File: config.mk
export PLATFORM = sky130hd
export DESIGN_NAME = uri_percent_decoder
export DESIGN_NICKNAME = d
export VERILOG_FILES = /design/src/rtl/core/uri_dec_pkg.sv /design/src/rtl/core/uri_percent_decoder.sv /design/src/rtl/core/uri_dec_front.sv /design/src/rtl/core/uri_dec_fifo.sv /design/src/rtl/core/uri_dec_back.sv
export SDC_FILE = /design/constraint.sdc
export NUM_CORES = 1
export LEC_CHECK = 0
export ABC_AREA = 0
export ABC_CLOCK_PERIOD_IN_PS = 5000
export BUFFER_PORTS_ARGS = -buffer_cell sky130_fd_sc_hd__buf_2
export CORE_MARGIN = 4
export CORE_UTILIZATION = 30
export CTS_BUF_LIST = sky130_fd_sc_hd__clkbuf_4 sky130_fd_sc_hd__clkbuf_8
export DETAILED_ROUTE_END_ITERATION = 10
export SYNTH_ARGS = -nofsm -noshare
export SYNTH_HDL_FRONTEND = slang
export SYNTH_HIERARCHICAL = 1
export SYNTH_SLANG_ARGS = --single-unit
File: constraint.sdc
create_clock -name clk_i -period 5 [get_ports clk_i]
set_input_delay 0.75 -clock clk_i [delete_from_list [all_inputs] [get_ports clk_i]]
set_output_delay 0.75 -clock clk_i [all_outputs]
set_load 0.03 [all_outputs]
File: src/rtl/core/uri_dec_pkg.sv
// ----------------------------------------------------------------------------
// URI percent decoder package
// Shared payload types, decoder op types, constants and character helpers.
// ----------------------------------------------------------------------------
package uri_dec_pkg;

  // Input transaction: one character of the encoded string
  typedef struct packed {
    logic [7:0] in_byte;
    logic       in_last;
  } uri_in_t;

  // Output transaction: one decoded character or an error mark
  typedef struct packed {
    logic [7:0] out_byte;
    logic       out_error;
    logic       out_end;
  } uri_out_t;

  // Escape phase of the front end; the fourth code is treated as idle
  typedef enum logic [1:0] {
    PH_IDLE = 2'd0,
    PH_PCT  = 2'd1,
    PH_HEX  = 2'd2
  } phase_e;

  // Work handed from front to back
  typedef enum logic [1:0] {
    OP_BYTE   = 2'd0,
    OP_TRIPLE = 2'd1,
    OP_ERROR  = 2'd2
  } op_kind_e;

  typedef struct packed {
    op_kind_e   kind;
    logic [7:0] byte_a;  // decoded byte, or first hex digit of a kept escape
    logic [7:0] byte_b;  // second hex digit of a kept escape
    logic       last;
  } uri_op_t;

  // Op queue geometry
  localparam int unsigned FifoDepth = 4;
  localparam int unsigned FifoPtrW  = $clog2(FifoDepth);
  localparam int unsigned FifoCntW  = $clog2(FifoDepth + 1);

  // Result index within a kept escape
  localparam logic [1:0] PartFirst = 2'd0;
  localparam logic [1:0] PartMid   = 2'd1;
  localparam logic [1:0] PartLast  = 2'd2;

  // Characters
  localparam logic [7:0] ChPercent    = 8'h25;
  localparam logic [7:0] ChZero       = 8'h30;
  localparam logic [7:0] ChNine       = 8'h39;
  localparam logic [7:0] ChLowA       = 8'h61;
  localparam logic [7:0] ChLowF       = 8'h66;
  localparam logic [7:0] ChUpA        = 8'h41;
  localparam logic [7:0] ChUpF        = 8'h46;
  localparam logic [3:0] HexLetterOfs = 4'hA;

  // True for a hex digit in either case
  function automatic logic hex_ok(logic [7:0] ch);
    return ((ch >= ChZero) && (ch <= ChNine)) ||
           ((ch >= ChLowA) && (ch <= ChLowF)) ||
           ((ch >= ChUpA)  && (ch <= ChUpF));
  endfunction

  // Nibble value of a hex digit; meaningless for other characters
  function automatic logic [3:0] hex_nib(logic [7:0] ch);
    logic [7:0] ofs;
    if ((ch >= ChZero) && (ch <= ChNine)) begin
      ofs = ch - ChZero;
      return ofs[3:0];
    end else if ((ch >= ChLowA) && (ch <= ChLowF)) begin
      ofs = ch - ChLowA;
      return ofs[3:0] + HexLetterOfs;
    end else begin
      ofs = ch - ChUpA;
      return ofs[3:0] + HexLetterOfs;
    end
  endfunction

  // Characters kept escaped in full URI mode: ; / ? : @ & = + $ , #
  function automatic logic is_reserved(logic [7:0] ch);
    logic hit;
    case (ch)
      8'h3B, 8'h2F, 8'h3F, 8'h3A, 8'h40, 8'h26,
      8'h3D, 8'h2B, 8'h24, 8'h2C, 8'h23: hit = 1'b1;
      default:                           hit = 1'b0;
    endcase
    return hit;
  endfunction

  // Continuations expected after a UTF-8 lead byte: leading ones less one
  function automatic logic [2:0] lead_count(logic [7:0] c);
    logic [3:0] ones;
    logic       run;
    ones = 4'd0;
    run  = 1'b1;
    for (int i = 7; i >= 0; i--) begin
      if (run && c[i]) begin
        ones = ones + 4'd1;
      end else begin
        run = 1'b0;
      end
    end
    if (ones != 4'd0) begin
      ones = ones - 4'd1;
    end
    return ones[2:0];
  endfunction

endpackage

File: src/rtl/core/uri_percent_decoder.sv
// ----------------------------------------------------------------------------
// URI percent decoder, top level
// Throughput: one input character per cycle unless the op queue is full;
// results leave at one per cycle unless the output stalls, a kept reserved
// escape giving three results from its op queue entry.
// Reset: asynchronous, active low; clears escape state, queue and output valid,
// and sets full URI mode.
// ----------------------------------------------------------------------------
module uri_percent_decoder (
  input  logic                  clk_i,
  input  logic                  rst_ni,
  input  logic                  in_valid_i,
  output logic                  in_stall_o,
  input  uri_dec_pkg::uri_in_t  in_item_i,
  output logic                  out_valid_o,
  input  logic                  out_stall_i,
  output uri_dec_pkg::uri_out_t out_item_o,
  input  logic                  cfg_valid_i,
  output logic                  cfg_ready_o,
  input  logic                  cfg_data_i
);
  import uri_dec_pkg::*;

  logic    push;
  logic    pop;
  logic    full;
  logic    empty;
  uri_op_t op;
  uri_op_t head;

  // Classify characters
  uri_dec_front u_front (
    .clk_i       (clk_i),
    .rst_ni      (rst_ni),
    .in_valid_i  (in_valid_i),
    .in_stall_o  (in_stall_o),
    .in_item_i   (in_item_i),
    .cfg_valid_i (cfg_valid_i),
    .cfg_ready_o (cfg_ready_o),
    .cfg_data_i  (cfg_data_i),
    .full_i      (full),
    .push_o      (push),
    .op_o        (op)
  );

  // Queue ops
  uri_dec_fifo u_fifo (
    .clk_i   (clk_i),
    .rst_ni  (rst_ni),
    .push_i  (push),
    .op_i    (op),
    .full_o  (full),
    .pop_i   (pop),
    .empty_o (empty),
    .head_o  (head)
  );

  // Emit results
  uri_dec_back u_back (
    .clk_i       (clk_i),
    .rst_ni      (rst_ni),
    .head_i      (head),
    .empty_i     (empty),
    .pop_o       (pop),
    .out_valid_o (out_valid_o),
    .out_stall_i (out_stall_i),
    .out_item_o  (out_item_o)
  );

endmodule

File: src/rtl/core/uri_dec_front.sv
// ----------------------------------------------------------------------------
// URI decoder front end
// Accepts characters, tracks escape and UTF-8 state, and queues decoder ops.
// ----------------------------------------------------------------------------
module uri_dec_front (
  input  logic                 clk_i,
  input  logic                 rst_ni,
  input  logic                 in_valid_i,
  output logic                 in_stall_o,
  input  uri_dec_pkg::uri_in_t in_item_i,
  input  logic                 cfg_valid_i,
  output logic                 cfg_ready_o,
  input  logic                 cfg_data_i,
  input  logic                 full_i,
  output logic                 push_o,
  output uri_dec_pkg::uri_op_t op_o
);
  import uri_dec_pkg::*;

  logic       keep_q;
  phase_e     phase_q, phase_d;
  logic [7:0] first_q, first_d;
  logic [2:0] pend_q, pend_d;
  logic       drop_q, drop_d;
  logic       accept;
  logic       fail;
  logic [7:0] ch;
  logic       last;
  logic [7:0] decoded;

  // Hold off input while the op queue is full
  assign in_stall_o  = full_i;
  assign accept      = in_valid_i && !full_i;
  assign cfg_ready_o = 1'b1;

  assign ch      = in_item_i.in_byte;
  assign last    = in_item_i.in_last;
  assign decoded = {hex_nib(first_q), hex_nib(ch)};

  // Mode register
  always_ff @(posedge clk_i or negedge rst_ni) begin
    if (!rst_ni) begin
      keep_q <= 1'b1;
    end else if (cfg_valid_i && cfg_ready_o) begin
      keep_q <= cfg_data_i;
    end
  end

  // Classify the character and advance escape state
  always_comb begin
    phase_d     = phase_q;
    first_d     = first_q;
    pend_d      = pend_q;
    drop_d      = drop_q;
    fail        = 1'b0;
    push_o      = 1'b0;
    op_o.kind   = OP_BYTE;
    op_o.byte_a = ch;
    op_o.byte_b = 8'h00;
    op_o.last   = last;
    if (accept) begin
      if (drop_q) begin
        if (last) begin
          drop_d  = 1'b0;
          phase_d = PH_IDLE;
          first_d = 8'h00;
          pend_d  = 3'd0;
        end
      end else begin
        case (phase_q)
          PH_PCT: begin
            if (!hex_ok(ch) || last) begin
              fail = 1'b1;
            end else begin
              first_d = ch;
              phase_d = PH_HEX;
            end
          end
          PH_HEX: begin
            if (!hex_ok(first_q) || !hex_ok(ch)) begin
              fail = 1'b1;
            end else begin
              pend_d  = (pend_q == 3'd0) ? lead_count(decoded) : pend_q - 3'd1;
              phase_d = PH_IDLE;
              first_d = 8'h00;
              push_o  = 1'b1;
              if (keep_q && is_reserved(decoded)) begin
                op_o.kind   = OP_TRIPLE;
                op_o.byte_a = first_q;
                op_o.byte_b = ch;
              end else begin
                op_o.byte_a = decoded;
              end
              if (last) begin
                pend_d = 3'd0;
              end
            end
          end
          default: begin
            if (ch == ChPercent) begin
              if (last) begin
                fail = 1'b1;
              end else begin
                phase_d = PH_PCT;
              end
            end else if (pend_q != 3'd0) begin
              fail = 1'b1;
            end else begin
              push_o  = 1'b1;
              phase_d = PH_IDLE;
            end
          end
        endcase
        // Abort the string: one error result, drop the rest
        if (fail) begin
          push_o      = 1'b1;
          op_o.kind   = OP_ERROR;
          op_o.byte_a = 8'h00;
          op_o.last   = 1'b1;
          phase_d     = PH_IDLE;
          first_d     = 8'h00;
          pend_d      = 3'd0;
          drop_d      = !last;
        end
      end
    end
  end

  // Escape state registers
  always_ff @(posedge clk_i or negedge rst_ni) begin
    if (!rst_ni) begin
      phase_q <= PH_IDLE;
      first_q <= 8'h00;
      pend_q  <= 3'd0;
      drop_q  <= 1'b0;
    end else begin
      phase_q <= phase_d;
      first_q <= first_d;
      pend_q  <= pend_d;
      drop_q  <= drop_d;
    end
  end

  // Dropping only follows an abort, which clears all escape state
  assert property (@(posedge clk_i) disable iff (!rst_ni)
    drop_q |-> (phase_q == PH_IDLE) && (pend_q == 3'd0))
    else $error("front: dropping with escape state open");

  // Second digit phase only entered with a valid first digit stored
  assert property (@(posedge clk_i) disable iff (!rst_ni)
    (phase_q == PH_HEX) |-> hex_ok(first_q))
    else $error("front: stored first digit is not hex");

endmodule

File: src/rtl/core/uri_dec_fifo.sv
// ----------------------------------------------------------------------------
// URI decoder op queue
// Short register queue decoupling the front end from the result sequencer.
// ----------------------------------------------------------------------------
module uri_dec_fifo (
  input  logic                 clk_i,
  input  logic                 rst_ni,
  input  logic                 push_i,
  input  uri_dec_pkg::uri_op_t op_i,
  output logic                 full_o,
  input  logic                 pop_i,
  output logic                 empty_o,
  output uri_dec_pkg::uri_op_t head_o
);
  import uri_dec_pkg::*;

  uri_op_t               mem_q [FifoDepth];
  logic [FifoPtrW-1:0]   wr_ptr_q, rd_ptr_q;
  logic [FifoCntW-1:0]   count_q;

  assign full_o  = (count_q == FifoCntW'(FifoDepth));
  assign empty_o = (count_q == '0);
  assign head_o  = mem_q[rd_ptr_q];

  // Store pushed ops
  always_ff @(posedge clk_i) begin
    if (push_i) begin
      mem_q[wr_ptr_q] <= op_i;
    end
  end

  // Advance pointers and occupancy
  always_ff @(posedge clk_i or negedge rst_ni) begin
    if (!rst_ni) begin
      wr_ptr_q <= '0;
      rd_ptr_q <= '0;
      count_q  <= '0;
    end else begin
      if (push_i) begin
        wr_ptr_q <= (wr_ptr_q == FifoPtrW'(FifoDepth - 1)) ? '0 : wr_ptr_q + FifoPtrW'(1);
      end
      if (pop_i) begin
        rd_ptr_q <= (rd_ptr_q == FifoPtrW'(FifoDepth - 1)) ? '0 : rd_ptr_q + FifoPtrW'(1);
      end
      case ({push_i, pop_i})
        2'b10:   count_q <= count_q + FifoCntW'(1);
        2'b01:   count_q <= count_q - FifoCntW'(1);
        default: count_q <= count_q;
      endcase
    end
  end

  assert property (@(posedge clk_i) disable iff (!rst_ni)
    push_i |-> !full_o)
    else $error("fifo: push while full");

  assert property (@(posedge clk_i) disable iff (!rst_ni)
    pop_i |-> !empty_o)
    else $error("fifo: pop while empty");

endmodule

File: src/rtl/core/uri_dec_back.sv
// ----------------------------------------------------------------------------
// URI decoder result sequencer
// Expands queued ops into one or three results behind an output register.
// ----------------------------------------------------------------------------
module uri_dec_back (
  input  logic                  clk_i,
  input  logic                  rst_ni,
  input  uri_dec_pkg::uri_op_t  head_i,
  input  logic                  empty_i,
  output logic                  pop_o,
  output logic                  out_valid_o,
  input  logic                  out_stall_i,
  output uri_dec_pkg::uri_out_t out_item_o
);
  import uri_dec_pkg::*;

  logic [1:0] part_q, part_d;
  logic       valid_q, valid_d;
  uri_out_t   item_q, item_d;
  logic       load;
  logic       done;

  // Load a new result when the output register is free or being taken
  assign load = !empty_i && (!valid_q || !out_stall_i);
  assign done = (head_i.kind != OP_TRIPLE) || (part_q == PartLast);
  assign pop_o = load && done;

  // Select the current result of the head op
  always_comb begin
    item_d.out_byte  = head_i.byte_a;
    item_d.out_error = 1'b0;
    item_d.out_end   = head_i.last;
    case (head_i.kind)
      OP_TRIPLE: begin
        case (part_q)
          PartFirst: begin
            item_d.out_byte = ChPercent;
            item_d.out_end  = 1'b0;
          end
          PartMid: begin
            item_d.out_byte = head_i.byte_a;
            item_d.out_end  = 1'b0;
          end
          default: begin
            item_d.out_byte = head_i.byte_b;
          end
        endcase
      end
      OP_ERROR: begin
        item_d.out_byte  = 8'h00;
        item_d.out_error = 1'b1;
        item_d.out_end   = 1'b1;
      end
      default: begin
        item_d.out_byte = head_i.byte_a;
      end
    endcase
  end

  // Next part index and output valid
  always_comb begin
    part_d  = part_q;
    valid_d = valid_q && out_stall_i;
    if (load) begin
      valid_d = 1'b1;
      part_d  = done ? PartFirst : part_q + 2'd1;
    end
  end

  always_ff @(posedge clk_i or negedge rst_ni) begin
    if (!rst_ni) begin
      part_q  <= PartFirst;
      valid_q <= 1'b0;
    end else begin
      part_q  <= part_d;
      valid_q <= valid_d;
    end
  end

  // Output payload register
  always_ff @(posedge clk_i) begin
    if (load) begin
      item_q <= item_d;
    end
  end

  assign out_valid_o = valid_q;
  assign out_item_o  = item_q;

  // A kept escape in progress stays at the queue head until its last part
  assert property (@(posedge clk_i) disable iff (!rst_ni)
    (part_q != PartFirst) |-> (!empty_i && (head_i.kind == OP_TRIPLE)))
    else $error("back: part index open without a kept escape at head");

endmodule

---- After elaboration in Yosys (flattened, before gate mapping) ----
Memory sizes are Yosys's and may differ from the RTL's.
Cells that the tools add are included.
operators by class
  add/sub/neg operators ................... 24
  order comparisons ....................... 12
  equal/unequal tests ..................... 30
  muxes and demuxes ....................... 146
  reduce and logical (&&, ||, !) cells .... 46
operators by type and width
  cell                   count
  $mux W4                43
  $eq A8 B6 Y1 const B   11
  $mux W1                64
  $mux W8                7
  $pmux W8 S2            3
  $mux W19               2
  $ge A8 B7 Y1 const B   4
  $le A8 B7 Y1 const B   4
  $add A4 B1 Y4 const B  7
  $mux W3                8
  $sub A4 B1 Y4 const B  6
  $mux W2                11
  $logic_and A1 B1 Y1    18
  $mux W18               1
  $mux W17               1
  $add A4 B4 Y4 const B  4
  $ge A8 B6 Y1 const B   2
  $le A8 B6 Y1 const B   2
  $eq A2 B2 Y1 const B   6
  $reduce_or A11 Y1      1
  $mux W10               1
  $sub A3 B1 Y3 const B  3
  $eq A2 B1 Y1 const B   4
  $eq A8 B7 Y1 const B   1
  23 further kinds       44
storage, ports and cells
  register bits after elaboration ......... 35
  memory bits (writable) .................. 76
  input port bits ......................... 15
  output and inout port bits .............. 13
  word-level logic and storage cells ...... 272
  memories kept ........................... 1
memories
  memory        depth  width  rd ports  clocked after Yosys merged registers in  wr ports  line                RTL
  u_fifo.mem_q  4      19     1         0                                        1         uri_dec_fifo.sv:17  uri_op_t mem_q [FifoDepth];

---- Logic depth before layout (Yosys ltp) ----
  depth in word-level cells ............... 60
  mapped depth ............................ 23
  depth with buffers taken out ............ 22

---- Hierarchy ----
The synthesis kept the hierarchy.
by module, submodules not included
  module         instances  cells an instance  area an instance (um^2)
  uri_dec_fifo   1          137                3,161.8
  uri_dec_front  1          263                2,099.5
  uri_dec_back   1          71                 800.8

---- Worst setup path after synthesis ----
No wires, ideal clock.
  path type ............................... flip-flop to flip-flop
  from .................................... reg u_front.first_q[0]
  to ...................................... reg u_front.pend_q[0]
  library setup time ...................... 0.069 ns
  arrival ................................. 4.319 ns
  setup slack ............................. 0.612 ns
  cell stages (with the launch flop) ...... 23
  period minus slack after synthesis ...... 4.388 ns
  path through ............................ dfrtp_1 -> inv_1 -> ha_1 -> o21bai_1 -> a21o_1 -> buf_2 -> mux2_4 -> a22o_1 -> nor2_2 -> ha_1 -> o21a_1 -> ha_1 -> inv_1 -> mux2i_1 -> o21ai_0 -> ha_1 -> nand2_1 -> o21ai_0 -> mux2i_1 -> ha_1 -> nand3_1 -> or4b_1 -> nand3_1
on the way
  longest elaborated chain between the ends .. 59
  elaborated cells on any way between the ends .. 125
  those cells by class .................... add/sub: 13; order compare: 6; eq/ne: 1; mux: 88; reduce/logical: 17
RTL lines
  element                                               line                                    RTL
  start: declaration                                    uri_dec_front.sv:22                     logic [7:0] first_q, first_d;
  start signal: assignment                              uri_dec_front.sv:138                    first_q <= first_d;
  $sub A4 B1 Y4 (tied with other cells)                 uri_dec_pkg.sv:75, uri_dec_pkg.sv:78
  $add A4 B4 Y4 or $logic_and A1 B1 Y1 (tied branches)  -
  $mux W4                                               uri_dec_pkg.sv:74                       end else if ((ch >= ChLowA) && (ch <= ChLowF)) begin
  $mux W4                                               uri_dec_pkg.sv:71                       if ((ch >= ChZero) && (ch <= ChNine)) begin
  $mux W1                                               uri_dec_pkg.sv:101                      if (run && c[i]) begin
  $mux W4 or $mux W1 (tied branches)                    uri_dec_front.sv:80                     if (!hex_ok(first_q) || !hex_ok(ch)) begin
  $mux W4 or $mux W1 (tied branches)                    uri_dec_front.sv:70                     case (phase_q)
  $mux W4 or $mux W1 (tied branches)                    uri_dec_front.sv:62                     if (drop_q) begin
  [43 not listed]                                       -
  $sub A3 B1 Y3 or $reduce_bool A4 Y1 (tied branches)   uri_dec_pkg.sv:108, uri_dec_pkg.sv:107
  $mux W3                                               uri_dec_pkg.sv:107                      if (ones != 4'd0) begin
  $mux W3                                               uri_dec_front.sv:83                     pend_d = (pend_q == 3'd0) ? lead_count(decoded) : pend_q - 3'd1;
  $mux W3                                               uri_dec_front.sv:94                     if (last) begin
  $mux W3                                               uri_dec_front.sv:80
  $mux W3                                               uri_dec_front.sv:70
  $mux W3                                               uri_dec_front.sv:115                    if (fail) begin
  $mux W3                                               uri_dec_front.sv:62
  end signal: assignment                                uri_dec_front.sv:139                    pend_q <= pend_d;
  end: declaration                                      uri_dec_front.sv:23                     logic [2:0] pend_q, pend_d;
Several ways; a longest one is shown, not always the timed one. The select of a mux whose other input is x is not followed.
A chain may end at the register's enable or synchronous reset.

---- Final worst setup path ----
  from .................................... reg u_front.first_q[1]
  to ...................................... reg u_front.pend_q[0]
The elaborated chain is that of the path after synthesis.

==> results.md <==
- The fraction of power spent switching nets is 39.8%.
- The mapped cell area is 6060 um^2.
- Summed over all layers, the routed wires come to 12.8 mm.
- The hold violation total from the final report came to 0.
- The share of final-layout standard cells stronger than drive strength 1 is 20.5%.
- Combinational logic is responsible for 48.1% of the overall power.
- The worst path needs 4.61 ns of the cycle, external delays included.
- The buffer type at the clock tree root is sky130_fd_sc_hd__clkbuf_8.
- Measured against its own limit, the worst slew margin works out to 51.6%.
- Counting flops with a built-in enable in the synthesized netlist gives 86.
- The worst-path maximum fanout is 6.
- In the final design database the tool counted 546 nets.
- The tool flagged a number of max-cap violations equal to 0.
- In this run the power density over the cells is 551 nW/um^2.
- Summing the areas of all xor and xnor instances in the mapped netlist gives 1.01% of the synthesized area.
- The core region is 19,700 um^2.
- The number of ports placed on the die boundary is 28.
- Synthesis produced a netlist with a net count of 514.
- The fraction of synthesized area in multiplexers is 10.8%.
- The max-slew violation count is 0.
- The via count of the first global-routing pass is 3,772.
- Cell internal power was estimated by the tool at 2.21 mW.
- For this run, the number of Yosys warnings is 6.
- In this run, the clock network consumes 14.3% of the power.
- The top cell types in the final layout, fill and taps aside, are 86 x sky130_fd_sc_hd__edfxtp_1, 47 x sky130_fd_sc_hd__nand2_1, 31 x sky130_fd_sc_hd__inv_1.
- Summed over all failing endpoints, the final setup total negative slack is 0 ns.
- The wire-length estimate of the detail-placed layout is 9.21 mm.
- After synthesis, the largest family of logic cells by area is simple AND/OR/NAND/NOR gates.
- The first-pass iteration count of the detailed router is 4.
- The final critical-path setup slack is 0.386 ns.
- Summing the areas of all fa, ha and maj instances in the mapped netlist gives 5.90% of the synthesized area.
- The measured slew at the worst slew-check pin is 0.727 ns.
- From synthesis to final layout, the design area changed by 10.1%.
- The number of inserted filler cells in the final layout is 1,966.
- In the final routed layout, each cell accounts on average for 16.6 um.
- The worst endpoint required time is 5.32 ns.
- The floorplan step set the die width to 150 um.
- The first routing iteration left 258 violations.
- Summing the areas of all compound-gate instances in the mapped netlist gives 12.1% of the synthesized area.
- The clock-pin transition on the worst setup and hold timing paths is 0.11 ns.
- At the placement stage, the worst setup path has a slack of 0.201 ns.
- The count of hold-fix buffers inserted at cts is 0.
- The worst hold path class is primary input to asynchronous set/reset pin.
- The prevailing post-synth register cell is sky130_fd_sc_hd__edfxtp_1.
- The clock passes through at most 2 buffers.
- Routability-driven placement finished with a final weighted congestion of 0.871.
- The total inserted antenna cells is 0.
- The maximum clock skew at final layout is 0.0155 ns.
- The first global-routing pass estimated 20.5 mm of wire.
- Buffers placed on the I/O ports in this run total 26.
- Leaving out fill and tap cells, the most frequent cell in the layout is sky130_fd_sc_hd__edfxtp_1.
- From bottom edge to top edge, the die measures 150 um.
- The number of distinct library cells after synthesis is 81.
- The H-tree generated during clock tree synthesis spans 3 levels.
- In the routed design, unresolved DRC markers number 0.
- The total overflow left after global routing is 0.
- The overall track demand over capacity in global routing is 11.7%.
- The maximum number of pins on one net before global-route repair is 26.
- The number of rows in the core area is 51.
- The ratio of final minimum period to clock period is 92.3%.
- Setup repair after global routing left no endpoint under its margin.
- For this run, asynchronously set or reset flops after synthesis account for 22.5%.
- The count of final setup violators is 0.
- The worst setup path is captured at a flop.
- The maximum clock frequency is 0.217 GHz.
- Counting every instance in the synthesized netlist gives 471.
- The sequential element share of the synthesized area is 52.9%.
- The part of the power in registers is 37.6%.
- The number of antenna violations at the first check in global routing is 0.
- The residual antenna-violating net count after detailed routing is 0.
- The analysis attributes to cell leakage a power of 2.46 nW.
- Synthesis inferred 111 register bits.
- The worst endpoint data arrival time is 4.94 ns.
- A synthesized cell averages 12.9 um^2.
- The net switching power of the design is 1.46 mW.
- The synthesized-area fraction occupied by and/or/nand/nor cells is 12.9%.
- The initial core utilization is 30.8%.
- The floorplan step defined a die boundary enclosing 22,500 um^2.
- The run finished with clean final reports.
- The clock insertion delay at the later pin of the skew report is 0.38 ns.
- The TritonCTS sink count is 111.
- TritonCTS built the clock tree.
- The largest vdd supply drop is 184 uV.
- The sequential cell area in the final layout is 3210 um^2.
- The per-cell via count in the routed design is 5.03.
- The number of clock buffers added by TritonCTS is 9.
- The total area of multi-input combinational cells is 2600 um^2.
- The kind of start point of the critical path is a flop.
- The detailed router placed 3,885 vias in this run.
- The kind of critical path is flop to flop.
==> power by group through the flow <==
| stage | clock network (mW) | logic (mW) | registers [mW] |
|---|---|---|---|
| 6_report | 0.526 | 1.77 | 1.38 |
| 5_1_grt | 0.588 | 1.97 | 1.40 |
| 4_1_cts | 0.547 | 1.76 | 1.38 |
| 3_5_place_dp | 0 | 1.75 | 1.40 |
| 3_3_place_gp | 0 | 1.71 | 1.39 |
| 2_1_floorplan | 0 | 1.34 | 1.46 |
==> cells by family (layout without fill, tap and decap cells) <==
group,count (synthesis),count (layout)
AO/OA/AOI/OAI,96,96
XOR/XNOR,7,7
adder cells (fa/ha/maj),28,28
buffers and inverters,48,85
flip-flops,111,111
multiplexers,40,40
other,2,2
AND/OR/NAND/NOR,139,139
==> stage by stage <==
| stage | hold WS [ns] | total power, mW | instances | area [um^2] | utilization [%] |
|---|---|---|---|---|---|
| after floorplan | 0.446 | 2.81 | 471 | 6060 | - |
| after global placement | 0.469 | 3.10 | 754 | 6450 | 32.8 |
| after detailed placement | 0.475 | 3.15 | 754 | 6450 | 32.8 |
| after CTS | 0.416 | 3.69 | 770 | 6640 | 33.8 |
| after global routing | 0.418 | 3.96 | 773 | 6670 | 33.9 |
| final | 0.412 | 3.67 | 773 | 6670 | 33.9 |
==> cell type report <==
cell class                 instances  area share, %
sequential                       111           48.1
multi-input combinational        312           39.0
tap                              265           4.97
timing repair buffer              37           3.19
clock buffer                       9           1.86
inverter                          32           1.80
clock inverter                     7           1.05
==> worst max-delay path, cell delays in order (launching register included) <==
cell                       delay [ns]
sky130_fd_sc_hd__dfrtp_1         0.45
sky130_fd_sc_hd__inv_1           0.14
sky130_fd_sc_hd__ha_1            0.21
sky130_fd_sc_hd__o21bai_1        0.23
sky130_fd_sc_hd__a21o_2          0.23
sky130_fd_sc_hd__mux2_4          0.31
sky130_fd_sc_hd__a22o_1          0.25
sky130_fd_sc_hd__nor2_2          0.13
sky130_fd_sc_hd__ha_1            0.28
sky130_fd_sc_hd__o21a_1          0.23
sky130_fd_sc_hd__ha_1            0.28
sky130_fd_sc_hd__inv_1           0.03
sky130_fd_sc_hd__mux2i_1         0.13
sky130_fd_sc_hd__o21ai_0         0.10
sky130_fd_sc_hd__ha_1            0.29
sky130_fd_sc_hd__nand2_1         0.05
sky130_fd_sc_hd__o21ai_0         0.09
sky130_fd_sc_hd__mux2i_1         0.21
sky130_fd_sc_hd__ha_2            0.25
sky130_fd_sc_hd__nand3_1         0.10
sky130_fd_sc_hd__or4b_1          0.47
sky130_fd_sc_hd__nand3_1         0.09
==> routing by layer <==
| metal | global-route usage [%] | vias to the layer above | wire, um |
|---|---|---|---|
| li1 | - | 1842 | - |
| met1 | 15.0 | 1927 | 5790 |
| met2 | 19.4 | 98 | 6210 |
| met3 | 2.95 | 18 | 557 |
| met4 | 3.80 | 0 | 274 |
| met5 | 0 | - | 0 |
==> state kept, by name (all words and copies together), names as in the netlist <==
name                cells
u_back/out_item_o      10
u_back/out_valid_o      1
u_back/part_q           2
u_fifo/count_q          3
u_fifo/mem_q           76
u_fifo/rd_ptr_q         2
u_fifo/wr_ptr_q         2
u_front/drop_q          1
u_front/first_q         8
u_front/keep_q          1
u_front/pend_q          3
u_front/phase_q         2
==> cell usage after synthesis, drive strengths merged, types with 3 or more instances <==
cell / instances / area share, %
mux4: 19 / 7.1
ha: 27 / 5.6
o211ai: 6 / 1.2
nor2b: 5 / 0.52
nand4bb: 3 / 0.83
xor2: 3 / 0.43
mux2: 6 / 1.2
a211oi: 6 / 0.74
nor3: 8 / 0.74
nand2: 49 / 3.3
or3: 4 / 0.58
dfrtp: 24 / 9.9
nand2b: 4 / 0.41
nand3: 11 / 0.91
o21a: 4 / 0.50
o21ai: 21 / 1.7
xnor2: 4 / 0.58
inv: 32 / 2.0
a22o: 9 / 1.3
and2: 10 / 1.0
buf: 13 / 1.7
nor4: 4 / 0.52
nand4: 3 / 0.31
nor2: 21 / 1.3
clkbuf: 3 / 0.54
o31ai: 4 / 0.50
a21oi: 19 / 1.8
mux2i: 15 / 2.5
edfxtp: 86 / 43
==> final timing paths <==
path,start,to,slack (ns),depth (start not counted)
min,rst_ni,u_back/part_q[0]$_DFFE_PN0P_,0.41,1
max reg2reg,u_front/first_q[1]$_DFFE_PN0P_,u_front/pend_q[0]$_DFFE_PN0P_,0.39,21
max,u_front/first_q[1]$_DFFE_PN0P_,u_front/pend_q[0]$_DFFE_PN0P_,0.39,21
max in group asynchronous,rst_ni,u_front/first_q[0]$_DFFE_PN0P_,4.08,1
min in group clk_i,u_fifo/count_q[1]$_DFFE_PN0P_,u_back/out_valid_o$_DFF_PN0_,0.50,2
min reg2reg,u_fifo/count_q[1]$_DFFE_PN0P_,u_back/out_valid_o$_DFF_PN0_,0.50,2
==> timing repair <==
action                                  4_1_cts  5_1_grt
buffers inserted                              0        3
resized for setup                             0        3
endpoints found under the hold margin         0        0
endpoints found under the setup margin        0        3
Note: power is estimated with default switching activity, not from simulation.
